**config.mk**
```make
export PLATFORM = sky130hd
export DESIGN_NAME = multi_level_priority_fifo
export DESIGN_NICKNAME = d
export VERILOG_FILES = /design/src/rtl/mlpf_pkg.sv /design/src/rtl/mlpf_ram.sv /design/src/rtl/mlpf_front.sv /design/src/rtl/mlpf_cmd_fifo.sv /design/src/rtl/mlpf_back.sv /design/src/rtl/multi_level_priority_fifo.sv
export VERILOG_INCLUDE_DIRS = /design/src /design/src/rtl
export SDC_FILE = /design/constraint.sdc
export NUM_CORES = 2
export LEC_CHECK = 0
export BUFFER_PORTS_ARGS = -buffer_cell sky130_fd_sc_hd__buf_2
export CELL_PAD_IN_SITES_DETAIL_PLACEMENT = 1
export CELL_PAD_IN_SITES_GLOBAL_PLACEMENT = 1
export CORE_MARGIN = 2
export CORE_UTILIZATION = 40
export CTS_CLUSTER_SIZE = 8
export DETAILED_ROUTE_END_ITERATION = 10
export HOLD_SLACK_MARGIN = 0.1
export PLACE_DENSITY = 0.67
export SKIP_LAST_GASP = 1
export SLEW_MARGIN = 0
export SYNTH_ARGS = -nofsm -noshare
export SYNTH_HDL_FRONTEND = slang
export SYNTH_MEMORY_MAX_BITS = 65536
export SYNTH_SLANG_ARGS = --single-unit
```
**constraint.sdc**
```tcl
create_clock -name clk_i -period 7.2 [get_ports clk_i]
set_clock_uncertainty 0.05 [all_clocks]
set_input_delay 1.44 -clock clk_i [delete_from_list [all_inputs] [get_ports clk_i]]
set_output_delay 1.44 -clock clk_i [all_outputs]
set_load 0.05 [all_outputs]
```
**src/rtl/multi_level_priority_fifo_defines.svh**
```systemverilog
// Assertion macros for the multi-level priority FIFO.
// Expects clk_i and rst_ni in the scope of the module that uses them.
`ifndef MULTI_LEVEL_PRIORITY_FIFO_DEFINES_SVH
`define MULTI_LEVEL_PRIORITY_FIFO_DEFINES_SVH

// Same-cycle implication, disabled during reset.
`define MLPF_ASSERT_IMP(lbl, ante, cons) \
  lbl: assert property (@(posedge clk_i) disable iff (!rst_ni) (ante) |-> (cons)) \
    else $error("mlpf: implication check failed");

// Next-cycle implication, disabled during reset.
`define MLPF_ASSERT_NEXT(lbl, ante, cons) \
  lbl: assert property (@(posedge clk_i) disable iff (!rst_ni) (ante) |=> (cons)) \
    else $error("mlpf: next-cycle check failed");

`endif

```
**src/rtl/mlpf_pkg.sv**
```systemverilog
// Shared constants, codes and types of the multi-level priority FIFO.
// No dependencies.
package mlpf_pkg;

  localparam int NUM_LEVELS  = 8;
  localparam int LEVEL_DEPTH = 16;
  localparam int STORE_DEPTH = NUM_LEVELS * LEVEL_DEPTH;

  localparam int DATA_W = 32;
  localparam int CFG_W  = 4;
  localparam int LVL_IN_W = 4;
  localparam int STAT_W = 3;
  localparam int LVL_W  = $clog2(NUM_LEVELS);
  localparam int SLOT_W = $clog2(LEVEL_DEPTH);
  localparam int CNT_W  = $clog2(LEVEL_DEPTH + 1);
  localparam int SUM_W  = CNT_W + 1;
  localparam int ADDR_W = $clog2(STORE_DEPTH);
  // level counts and level numbers compare in this width
  localparam int CMP_W  = 5;

  localparam logic [CFG_W-1:0] ACTIVE_RESET = CFG_W'(5);

  localparam int Q_DEPTH = 2;
  localparam int QPTR_W  = $clog2(Q_DEPTH);
  localparam int QCNT_W  = $clog2(Q_DEPTH + 1);

  typedef enum logic [0:0] {
    KIND_INSERT = 1'b0,
    KIND_REMOVE = 1'b1
  } kind_e;

  typedef enum logic [STAT_W-1:0] {
    ST_OK        = 3'd0,
    ST_RANGE     = 3'd1,
    ST_FULL      = 3'd2,
    ST_EMPTY     = 3'd3,
    ST_ALL_EMPTY = 3'd4
  } status_e;

  // One classified request on its way to the store.
  typedef struct packed {
    logic              wr_en;
    logic              rd_ok;
    logic [ADDR_W-1:0] addr;
    logic [DATA_W-1:0] wdata;
    status_e           status;
    logic              all_empty;
  } cmd_t;

endpackage

```
**src/rtl/mlpf_ram.sv**
```systemverilog
// Generic single-write, single-read RAM with registered read data.
// No dependencies.
module mlpf_ram #(
  parameter int WIDTH = 32,
  parameter int DEPTH = 128
) (
  input  logic                     clk_i,
  input  logic                     we_i,
  input  logic [$clog2(DEPTH)-1:0] waddr_i,
  input  logic [WIDTH-1:0]         wdata_i,
  input  logic [$clog2(DEPTH)-1:0] raddr_i,
  output logic [WIDTH-1:0]         rdata_o
);

  logic [WIDTH-1:0] mem_q [DEPTH];
  logic [WIDTH-1:0] rdata_q;

  always_ff @(posedge clk_i) begin
    if (we_i) begin
      mem_q[waddr_i] <= wdata_i;
    end
    rdata_q <= mem_q[raddr_i];
  end

  assign rdata_o = rdata_q;

endmodule

```
**src/rtl/mlpf_front.sv**
```systemverilog
// Front end: holds active_levels and the per-level head/count pointers,
// checks each request and emits a classified command. Depends on mlpf_pkg.
module mlpf_front (
  input  logic                            clk_i,
  input  logic                            rst_ni,
  input  logic                            cfg_we_i,
  input  logic [mlpf_pkg::CFG_W-1:0]      cfg_wdata_i,
  input  logic                            accept_i,
  input  logic                            kind_i,
  input  logic [mlpf_pkg::LVL_IN_W-1:0]   level_i,
  input  logic signed [mlpf_pkg::DATA_W-1:0] write_value_i,
  output mlpf_pkg::cmd_t                  cmd_o
);

  import mlpf_pkg::*;

  logic [CFG_W-1:0]  active_q;
  logic [SLOT_W-1:0] head_q [NUM_LEVELS];
  logic [SLOT_W-1:0] head_d [NUM_LEVELS];
  logic [CNT_W-1:0]  count_q [NUM_LEVELS];
  logic [CNT_W-1:0]  count_d [NUM_LEVELS];

  logic [CMP_W-1:0]  nlev;
  logic [LVL_W-1:0]  lvl_idx;
  logic              in_range;
  logic              empty_now;
  logic              empty_after;
  logic [SLOT_W-1:0] cur_head;
  logic [CNT_W-1:0]  cur_count;
  logic [SUM_W-1:0]  tail_sum;
  logic [SLOT_W-1:0] slot;
  logic [SLOT_W:0]   head_inc;
  logic [SLOT_W-1:0] head_next;

  always_comb begin
    nlev = (CMP_W'(active_q) > CMP_W'(NUM_LEVELS)) ? CMP_W'(NUM_LEVELS)
                                                   : CMP_W'(active_q);
    lvl_idx   = level_i[LVL_W-1:0];
    in_range  = CMP_W'(level_i) < nlev;
    cur_head  = head_q[lvl_idx];
    cur_count = count_q[lvl_idx];

    tail_sum = SUM_W'(cur_head) + SUM_W'(cur_count);
    if (tail_sum >= SUM_W'(LEVEL_DEPTH)) begin
      tail_sum = tail_sum - SUM_W'(LEVEL_DEPTH);
    end
    head_inc  = (SLOT_W + 1)'(cur_head) + (SLOT_W + 1)'(1);
    head_next = (head_inc >= (SLOT_W + 1)'(LEVEL_DEPTH)) ? '0 : head_inc[SLOT_W-1:0];

    empty_now = 1'b1;
    for (int i = 0; i < NUM_LEVELS; i++) begin
      if (CMP_W'(i) < nlev && count_q[i] != '0) begin
        empty_now = 1'b0;
      end
    end
  end

  // Classify the request and work out the pointer updates.
  always_comb begin
    slot          = cur_head;
    cmd_o.wr_en   = 1'b0;
    cmd_o.rd_ok   = 1'b0;
    cmd_o.status  = ST_OK;
    cmd_o.wdata   = write_value_i;
    for (int i = 0; i < NUM_LEVELS; i++) begin
      head_d[i]  = head_q[i];
      count_d[i] = count_q[i];
    end

    if (kind_i == KIND_INSERT) begin
      slot = tail_sum[SLOT_W-1:0];
      if (!in_range) begin
        cmd_o.status = ST_RANGE;
      end else if (cur_count >= CNT_W'(LEVEL_DEPTH)) begin
        cmd_o.status = ST_FULL;
      end else begin
        cmd_o.wr_en = 1'b1;
        count_d[lvl_idx] = cur_count + CNT_W'(1);
      end
    end else begin
      if (empty_now) begin
        cmd_o.status = ST_ALL_EMPTY;
      end else if (!in_range) begin
        cmd_o.status = ST_RANGE;
      end else if (cur_count == '0) begin
        cmd_o.status = ST_EMPTY;
      end else begin
        cmd_o.rd_ok = 1'b1;
        head_d[lvl_idx]  = head_next;
        count_d[lvl_idx] = cur_count - CNT_W'(1);
      end
    end

    cmd_o.addr = ADDR_W'(lvl_idx) * ADDR_W'(LEVEL_DEPTH) + ADDR_W'(slot);

    empty_after = 1'b1;
    for (int i = 0; i < NUM_LEVELS; i++) begin
      if (CMP_W'(i) < nlev && count_d[i] != '0) begin
        empty_after = 1'b0;
      end
    end
    cmd_o.all_empty = empty_after;
  end

  always_ff @(posedge clk_i or negedge rst_ni) begin
    if (!rst_ni) begin
      active_q <= ACTIVE_RESET;
      for (int i = 0; i < NUM_LEVELS; i++) begin
        head_q[i]  <= '0;
        count_q[i] <= '0;
      end
    end else begin
      if (cfg_we_i) begin
        active_q <= cfg_wdata_i;
      end
      if (accept_i) begin
        for (int i = 0; i < NUM_LEVELS; i++) begin
          head_q[i]  <= head_d[i];
          count_q[i] <= count_d[i];
        end
      end
    end
  end

endmodule

```
**src/rtl/mlpf_cmd_fifo.sv**
```systemverilog
// Short command queue between the front end and the store back end.
// Depends on mlpf_pkg.
module mlpf_cmd_fifo (
  input  logic           clk_i,
  input  logic           rst_ni,
  input  logic           push_i,
  input  mlpf_pkg::cmd_t cmd_i,
  input  logic           pop_i,
  output mlpf_pkg::cmd_t cmd_o,
  output logic           full_o,
  output logic           empty_o
);

  import mlpf_pkg::*;

  cmd_t              slot_q [Q_DEPTH];
  logic [QPTR_W-1:0] wr_ptr_q, wr_ptr_d;
  logic [QPTR_W-1:0] rd_ptr_q, rd_ptr_d;
  logic [QCNT_W-1:0] cnt_q, cnt_d;
  logic              do_push;
  logic              do_pop;

  always_comb begin
    do_push  = push_i && (cnt_q != QCNT_W'(Q_DEPTH));
    do_pop   = pop_i && (cnt_q != '0);
    wr_ptr_d = wr_ptr_q;
    rd_ptr_d = rd_ptr_q;
    cnt_d    = cnt_q;
    if (do_push) begin
      wr_ptr_d = (wr_ptr_q == QPTR_W'(Q_DEPTH - 1)) ? '0 : wr_ptr_q + QPTR_W'(1);
    end
    if (do_pop) begin
      rd_ptr_d = (rd_ptr_q == QPTR_W'(Q_DEPTH - 1)) ? '0 : rd_ptr_q + QPTR_W'(1);
    end
    if (do_push && !do_pop) begin
      cnt_d = cnt_q + QCNT_W'(1);
    end else if (do_pop && !do_push) begin
      cnt_d = cnt_q - QCNT_W'(1);
    end
  end

  always_ff @(posedge clk_i) begin
    if (do_push) begin
      slot_q[wr_ptr_q] <= cmd_i;
    end
  end

  always_ff @(posedge clk_i or negedge rst_ni) begin
    if (!rst_ni) begin
      wr_ptr_q <= '0;
      rd_ptr_q <= '0;
      cnt_q    <= '0;
    end else begin
      wr_ptr_q <= wr_ptr_d;
      rd_ptr_q <= rd_ptr_d;
      cnt_q    <= cnt_d;
    end
  end

  assign cmd_o   = slot_q[rd_ptr_q];
  assign full_o  = (cnt_q == QCNT_W'(Q_DEPTH));
  assign empty_o = (cnt_q == '0);

endmodule

```
**src/rtl/mlpf_back.sv**
```systemverilog
// Back end: drains the command queue, accesses the entry store and
// strobes one result per command. Depends on mlpf_pkg and mlpf_ram.
module mlpf_back (
  input  logic                              clk_i,
  input  logic                              rst_ni,
  input  logic                              cmd_valid_i,
  input  mlpf_pkg::cmd_t                    cmd_i,
  output logic                              pop_o,
  output logic                              result_valid_o,
  output logic [mlpf_pkg::STAT_W-1:0]       status_o,
  output logic signed [mlpf_pkg::DATA_W-1:0] read_value_o,
  output logic                              all_empty_o
);

  import mlpf_pkg::*;

  logic              valid_q;
  status_e           status_q;
  logic              rd_ok_q;
  logic              all_empty_q;
  logic [DATA_W-1:0] rdata;

  // The result side never stalls, so take a command every cycle that one is queued.
  assign pop_o = cmd_valid_i;

  mlpf_ram #(
    .WIDTH (DATA_W),
    .DEPTH (STORE_DEPTH)
  ) u_store (
    .clk_i   (clk_i),
    .we_i    (pop_o && cmd_i.wr_en),
    .waddr_i (cmd_i.addr),
    .wdata_i (cmd_i.wdata),
    .raddr_i (cmd_i.addr),
    .rdata_o (rdata)
  );

  always_ff @(posedge clk_i or negedge rst_ni) begin
    if (!rst_ni) begin
      valid_q <= 1'b0;
    end else begin
      valid_q <= pop_o;
    end
  end

  always_ff @(posedge clk_i) begin
    if (pop_o) begin
      status_q    <= cmd_i.status;
      rd_ok_q     <= cmd_i.rd_ok;
      all_empty_q <= cmd_i.all_empty;
    end
  end

  assign result_valid_o = valid_q;
  assign status_o       = status_q;
  assign read_value_o   = rd_ok_q ? rdata : '0;
  assign all_empty_o    = all_empty_q;

endmodule

```
**src/rtl/multi_level_priority_fifo.sv**
```systemverilog
// Multi-level priority FIFO: one bounded FIFO per level in a shared store.
// Each request passes the command queue and the back end result register.
// Throughput: one request per cycle; the back end drains the command queue
// every cycle, so busy_o stays low in normal operation.
// Reset clears all heads and counts and sets active_levels to 5; the entry
// store is not cleared (only occupied slots are ever read).
`include "multi_level_priority_fifo_defines.svh"

module multi_level_priority_fifo (
  input  logic                              clk_i,
  input  logic                              rst_ni,
  input  logic                              cfg_we_i,
  input  logic [mlpf_pkg::CFG_W-1:0]        cfg_wdata_i,
  input  logic                              start_i,
  output logic                              busy_o,
  input  logic                              kind_i,
  input  logic [mlpf_pkg::LVL_IN_W-1:0]     level_i,
  input  logic signed [mlpf_pkg::DATA_W-1:0] write_value_i,
  output logic                              result_valid_o,
  output logic [mlpf_pkg::STAT_W-1:0]       status_o,
  output logic signed [mlpf_pkg::DATA_W-1:0] read_value_o,
  output logic                              all_empty_o
);

  import mlpf_pkg::*;

  logic accept;
  cmd_t front_cmd;
  cmd_t queue_cmd;
  logic q_full;
  logic q_empty;
  logic q_pop;

  assign accept = start_i && !busy_o;
  assign busy_o = q_full;

  mlpf_front u_front (
    .clk_i         (clk_i),
    .rst_ni        (rst_ni),
    .cfg_we_i      (cfg_we_i),
    .cfg_wdata_i   (cfg_wdata_i),
    .accept_i      (accept),
    .kind_i        (kind_i),
    .level_i       (level_i),
    .write_value_i (write_value_i),
    .cmd_o         (front_cmd)
  );

  mlpf_cmd_fifo u_queue (
    .clk_i   (clk_i),
    .rst_ni  (rst_ni),
    .push_i  (accept),
    .cmd_i   (front_cmd),
    .pop_i   (q_pop),
    .cmd_o   (queue_cmd),
    .full_o  (q_full),
    .empty_o (q_empty)
  );

  mlpf_back u_back (
    .clk_i          (clk_i),
    .rst_ni         (rst_ni),
    .cmd_valid_i    (!q_empty),
    .cmd_i          (queue_cmd),
    .pop_o          (q_pop),
    .result_valid_o (result_valid_o),
    .status_o       (status_o),
    .read_value_o   (read_value_o),
    .all_empty_o    (all_empty_o)
  );

  `MLPF_ASSERT_NEXT(a_accept_gives_result, start_i && !busy_o, ##1 result_valid_o)
  `MLPF_ASSERT_IMP(a_result_had_request, result_valid_o, $past(start_i && !busy_o, 2))
  `MLPF_ASSERT_IMP(a_read_zero_on_fail, result_valid_o && status_o != ST_OK, read_value_o == '0)

endmodule
```
-- Yosys cells after proc, flatten, opt, wreduce, memory -nomap -nowiden
Memories as Yosys holds them, arrays and structs flattened. A register that Yosys moved wholly into a read port is not among the register bits.
Index checks and enable logic that the tools add are counted.
- flip-flop bits (word level): 86
- memory bits (writable): 4186
- bits of input ports: 45
- output and inout bits: 38
- word-level logic and storage cells: 165
- memories: 2
- $add $sub $neg: 10
- magnitude comparators: 15
- equal/unequal tests: 2
- muxes and demuxes: 61
- bitwise gates (word level): 3
- reduce and logical (&&, ||, !) cells: 48
- memory list (memory ; depth ; bits a word ; read ports ; clocked after memory_dff ; write ports ; RTL line ; text):
    u_back.u_store.mem_q ; 128 ; 32 ; 1 ; 1 ; 1 ; mlpf_ram.sv:15 ; logic [WIDTH-1:0] mem_q [DEPTH];
    u_queue.slot_q ; 2 ; 45 ; 1 ; 0 ; 1 ; mlpf_cmd_fifo.sv:16 ; cmd_t slot_q [Q_DEPTH];
- operators by type and width (cell ; count):
    40-bit 2-to-1 mux ; 6
    40-bit bitwise mux ; 2
    5-bit nonzero test ; 16
    32-bit bitwise mux ; 1
    32-bit 2-to-1 mux ; 1
    1-bit 2-to-1 mux ; 29
    4-bit 2-to-1 mux ; 7
    1-bit logical AND ; 23
    3-bit by 5-bit < comparator with 1-bit output, first input constant ; 4
    5-bit binary-select mux with 3-bit select ; 1
    5-bit demux with 3-bit select ; 1
    5-bit 2-to-1 mux ; 3
    4-bit binary-select mux with 3-bit select ; 1
    4-bit demux with 3-bit select ; 1
    3-bit 2-to-1 mux ; 4
    5-bit greater-or-equal comparator, second input constant ; 2
    1-bit by 5-bit < comparator with 1-bit output, first input constant ; 2
    2-bit by 5-bit < comparator with 1-bit output, first input constant ; 2
    2-bit 2-to-1 mux ; 4
    7-bit by 4-bit adder with 7-bit output ; 1
    4-bit by 5-bit adder with 6-bit output ; 1
    6-bit by 5-bit greater-or-equal comparator with 1-bit output, second input constant ; 1
    4-bit by 1-bit adder with 5-bit output, second input constant ; 1
    5-bit by 1-bit adder with 5-bit output, second input constant ; 1
    other kinds (18) ; 24

-- Logic depth before layout (Yosys ltp)
- depth after elaboration: 24
- gate-level depth with buffers: 18
- depth with buffers taken out: 15

-- By module
A second synthesis with hierarchy kept.
- cell total of the unflattened synthesis: 6779
- area total of the unflattened synthesis: 165672.6 sq um
- by module, submodules not included (module ; instances ; cells each ; area each (sq um) ; sequential area each (sq um)):
    mlpf_ram ; 1 ; 5990 ; 156276.1 ; 123638.6
    mlpf_front ; 1 ; 585 ; 5291.3 ; 1904.3
    mlpf_cmd_fifo ; 1 ; 159 ; 3643.5 ; 2802.7
    mlpf_back ; 1 ; 43 ; 444.2 ; 175.2
    multi_level_priority_fifo ; 1 ; 2 ; 17.5 ; 0.0

-- Least setup slack after synthesis
No wires, ideal clock.
- kind: input to register
- start: in level_i[1] in the netlist's numbering
- end: mem u_queue.slot_q[0][0] in the netlist's numbering, data pin
- library setup time: 0.182 ns
- data arrival time: 4.807 ns
- data required time: 6.968 ns
- path slack: 2.161 ns
- stages on the path: 17
- buffers on the path: 2
- path through: buf_4 -> buf_4 -> nor3_1 -> a22oi_1 -> o21ai_0 -> inv_1 -> ha_1 -> inv_1 -> a2111o_1 -> o31ai_1 -> nor2_1 -> a21oi_1 -> o31ai_1 -> o2111ai_2 -> nor4_2 -> o22ai_1 -> nor4_2
- RTL lines (element ; RTL line ; text):
    start: declaration ; multi_level_priority_fifo.sv:17 ; input logic [mlpf_pkg::LVL_IN_W-1:0] level_i,
    end: declaration ; mlpf_cmd_fifo.sv:16 ;

-- Worst setup path in the final report
- start: reg u_queue.rd_ptr_q
- end: reg u_back.u_store.rdata_q[23], in the netlist u_back.u_store.rdata_o[23] (read register of u_back.u_store.mem_q)
- cells in the longest elaborated chain, start to end: 1
- ends and longest elaborated chain (element ; RTL line ; text):
    start: declaration ; mlpf_cmd_fifo.sv:18 ; logic [QPTR_W-1:0] rd_ptr_q, rd_ptr_d;
    start signal: assignment ; mlpf_cmd_fifo.sv:55 ; rd_ptr_q <= rd_ptr_d;
    memory 2 x 45 bit ; n/a ;
    end: declaration ; mlpf_ram.sv:16 ; logic [WIDTH-1:0] rdata_q;
No other way between the ends.
A chain may end at the register's enable or synchronous reset.

==> impl_metrics.csv <==
group,metric,value,unit
clock_tree,insertion_delay,1.03,ns
routing,drtIter0Drc,17049,
setup_path,reg2regPathDepth,9,
logic_synthesis,synth.net_count,8614,
sta,worstMarginPinSlew,1.54,ns
global_route,grt_max_degree,101,
power,total_leakage_power,56.8,nW
clock_tree,cts_buffer_depth,4,
setup_path,critPathKind,"flop to flop",
logic_synthesis,synth_ff_type,"edfxtp_1",
power,clkPwrFrac,31.8,%
setup_path,cp_num_buf_inv,1,
power,intPower,52.1,mW
placement,portBuffers,82,
logic_synthesis,ys_types,88,
routing,first_pass_iters,9,
clock_tree,cts_tree,"yes",
floorplan,ioPinCount,83,
routing,wl_per_cell,40.9,µm
clock_tree,clock-root-buffer,"clkbuf_16",
setup_path,r2r_slack,1.30,ns
setup_path,slowest_delay,1.15,ns
sta,whs,0.337,ns
run,cap_violations,2,
layout,drive_gt1_share,16.2,%
global_route,grt.overflow.total,0,
setup_path,r2r-start,"u_queue.rd_ptr_q",
logic_synthesis,synth.avg_cell_area,18.4,µm²
floorplan,die_x,631,µm
logic_synthesis,synth-seq-cells,4304,
outcome,violations,"max-capacitance violations, max-slew violations",
logic_synthesis,syn_inst,8557,
sta,relSlewSlack,-3.20,%
global_route,grt_pass1_wl,813000,µm
hold_path,min_path_type,"input port to async pin",
setup_path,worst-path-stages,9,
routing,drc,0,
setup_path,crit_chain,"buf_4 -> mux2_4 -> nor2_1 -> nand2_2 -> a41oi_1 -> nor3_1 -> o211ai_1 -> a21oi_1 -> o21ai_0",
sta,fin_crit_sh,81.9,%
setup_path,worstPathArrival,6.79,ns
floorplan,coreArea,392000,µm²
sta,final-hold-violation-count,0,
power,p_seq_share,39.3,%
setup_path,cp.required,8.09,ns
placement,place_congestion,0.919,
power,p_comb_share,28.8,%
setup_path,cp-start-kind,"flop",
clock_tree,cts-resized-gates,0,
clock_tree,cts.sinks,4304,
clock_tree,post_cts_buffers,0,
sta,rsz0062_at_grt,"no",
floorplan,dieArea,398000,µm²
setup_path,worstReg2RegEnd,"u_back.u_store.rdata_o[23]",
sta,fin_setup_tns,0,ns
routing,ant_nets,0,
setup_path,critical_path_peak_fanout,35,
clock_tree,cts_htree_levels,6,
routing,via_count,98435,
routing,vias_per_cell,6.76,
logic_synthesis,synth_area,157000,µm²
power,power_per_cell_area,442,nW/µm²
setup_path,end_kind,"flop",
logic_synthesis,async_flop_share,1.88,%
clock_tree,clkTransAtPathRegs,0.06,ns
global_route,antenna_found_initial,66,
layout,area_delta_synth_final,17.4,%
floorplan,initial_core_util,40.1,%
logic_synthesis,synth_edf_count,4191,
outcome,status,"finished, violations left",
power,ir_drop,0.370,mV
sta,setup-violations-final,0,
setup_path,crit_family,"simple AND/OR/NAND/NOR gates",
clock_tree,numCtsBuffers,609,
sta,final-max-slew-violation-count,8,
placement,hpwl,351000,µm
clock_tree,hold_buffers,0,
sta,fmax,0.170,GHz
layout,final_common_cell,"edfxtp_1",
power,netSwitchingFraction,36.2,%
floorplan,die_height,631,µm
layout,nNetsFinal,9182,
layout,final_cell_mix,"edfxtp_1, a22oi_1, clkbuf_16, buf_4, a22o_1",
setup_path,critPathLaunch,"u_queue.rd_ptr_q",
power,switching_power,29.6,mW
floorplan,num_rows,230,
setup_path,critical-path-slowest-cell,"nor2_1",
setup_path,crit_path_end,"u_back.u_store.rdata_o[23]",
global_route,first_global_vias,97735,
global_route,track_usage,29.2,%
power,finalPower,81.7,mW
logic_synthesis,synth-seq-area-share,81.7,%
routing,routed_wl,596000,µm
sta,min_period,5.90,ns
logic_synthesis,ys.warnings.count,0,
[power groups by stage]
stage / clock network (mW) / registers (mW) / logic [mW]
6_report: 26.0 / 32.1 / 23.5
3_5_place_dp: 0 / 32.5 / 22.6
3_3_place_gp: 0 / 32.5 / 22.1
2_1_floorplan: 0 / 32.2 / 10.1
4_1_cts: 26.1 / 32.1 / 22.8
5_1_grt: 27.0 / 32.1 / 23.7
[through the flow]
stage               cell area (µm²)  setup slack, ns  std cells  utilization, %
finish                       185000             1.30      14569            47.1
global route                 185000             1.18      14537            47.1
CTS                          185000             1.63      14528            47.1
detailed placement           168000            0.512      13733            42.8
global placement             168000            0.594      13731            42.8
floorplan                    157000             2.16       8557               -
[final cells by class]
class,instances,area [µm²]
Timing Repair Buffer,547,4640
Clock inverter,46,729
Multi-Input combinational cell,3641,27900
Tap cell,5220,6530
Clock buffer,749,16100
Fill cell,36192,207000
Antenna cell,40,100
Inverter,22,82.6
Sequential cell,4304,129000
[flip-flops by register name (all words and copies together) (netlist names)]
name	cells
u_back.u_store.mem_q	4096
u_queue.slot_q	90
u_front.count_q	40
u_back.u_store.rdata_o	32
u_front.head_q	32
u_front.active_q	4
u_back.status_o	3
u_queue.cnt_q	2
u_back.all_empty_o	1
u_back.rd_ok_q	1
u_back.result_valid_o	1
u_queue.rd_ptr_q	1
u_queue.wr_ptr_q	1
[worst min-delay path by stage]
stage	slack (ns)	from	end	cells after the start
6_report	0.34	rst_ni	u_front.count_q[11]	1
3_5_place_dp	0.44	u_queue.cnt_q[1]	u_queue.cnt_q[1]	1
2_1_floorplan	0.41	u_front.count_q[13]	u_front.count_q[13]	2
3_3_place_gp	0.43	u_queue.cnt_q[1]	u_queue.cnt_q[1]	1
5_1_grt	0.37	rst_ni	u_front.count_q[11]	1
4_1_cts	0.30	rst_ni	u_front.count_q[11]	1
[synth_stat cells (25+ instances only)]
master	count	area [µm²]
a41oi_1	122	1070
nand4_1	144	901
edfxtp_1	4191	126000
nand3_1	31	155
o22ai_1	26	163
a31oi_1	218	1360
a22oi_1	1348	10100
dfrtp_1	79	1980
a21oi_1	114	571
a22o_1	310	2720
mux2i_1	25	250
nor2_1	236	886
a222oi_1	91	911
nor3_1	35	175
clkbuf_1	404	1520
nor4_1	39	244
nand2_1	131	492
buf_1	171	642
mux2_2	79	890
and2_1	36	225
o2111ai_1	29	254
a221oi_1	292	2560
o21ai_0	126	631
dfxtp_1	32	641
[cell families after synthesis]
group	Yosys count	share of synthesized area (%)
compound gates	2790	13.6
xor+xnor	14	0.0779
fa+ha+maj	12	0.100
buf+inv	612	1.48
flops	4304	81.7
mux	110	0.796
simple gates	715	2.26
[metal layers]
metal  vias to the layer above  track usage (%)  wire length [µm]
li1                      37619                -                 -
met1                     51533             38.2            213000
met2                      7847             43.8            265000
met3                      1404             7.79             77400
met4                        32             17.1             40400
met5                         -                0               319
Power figures use the tool's default switching activity.
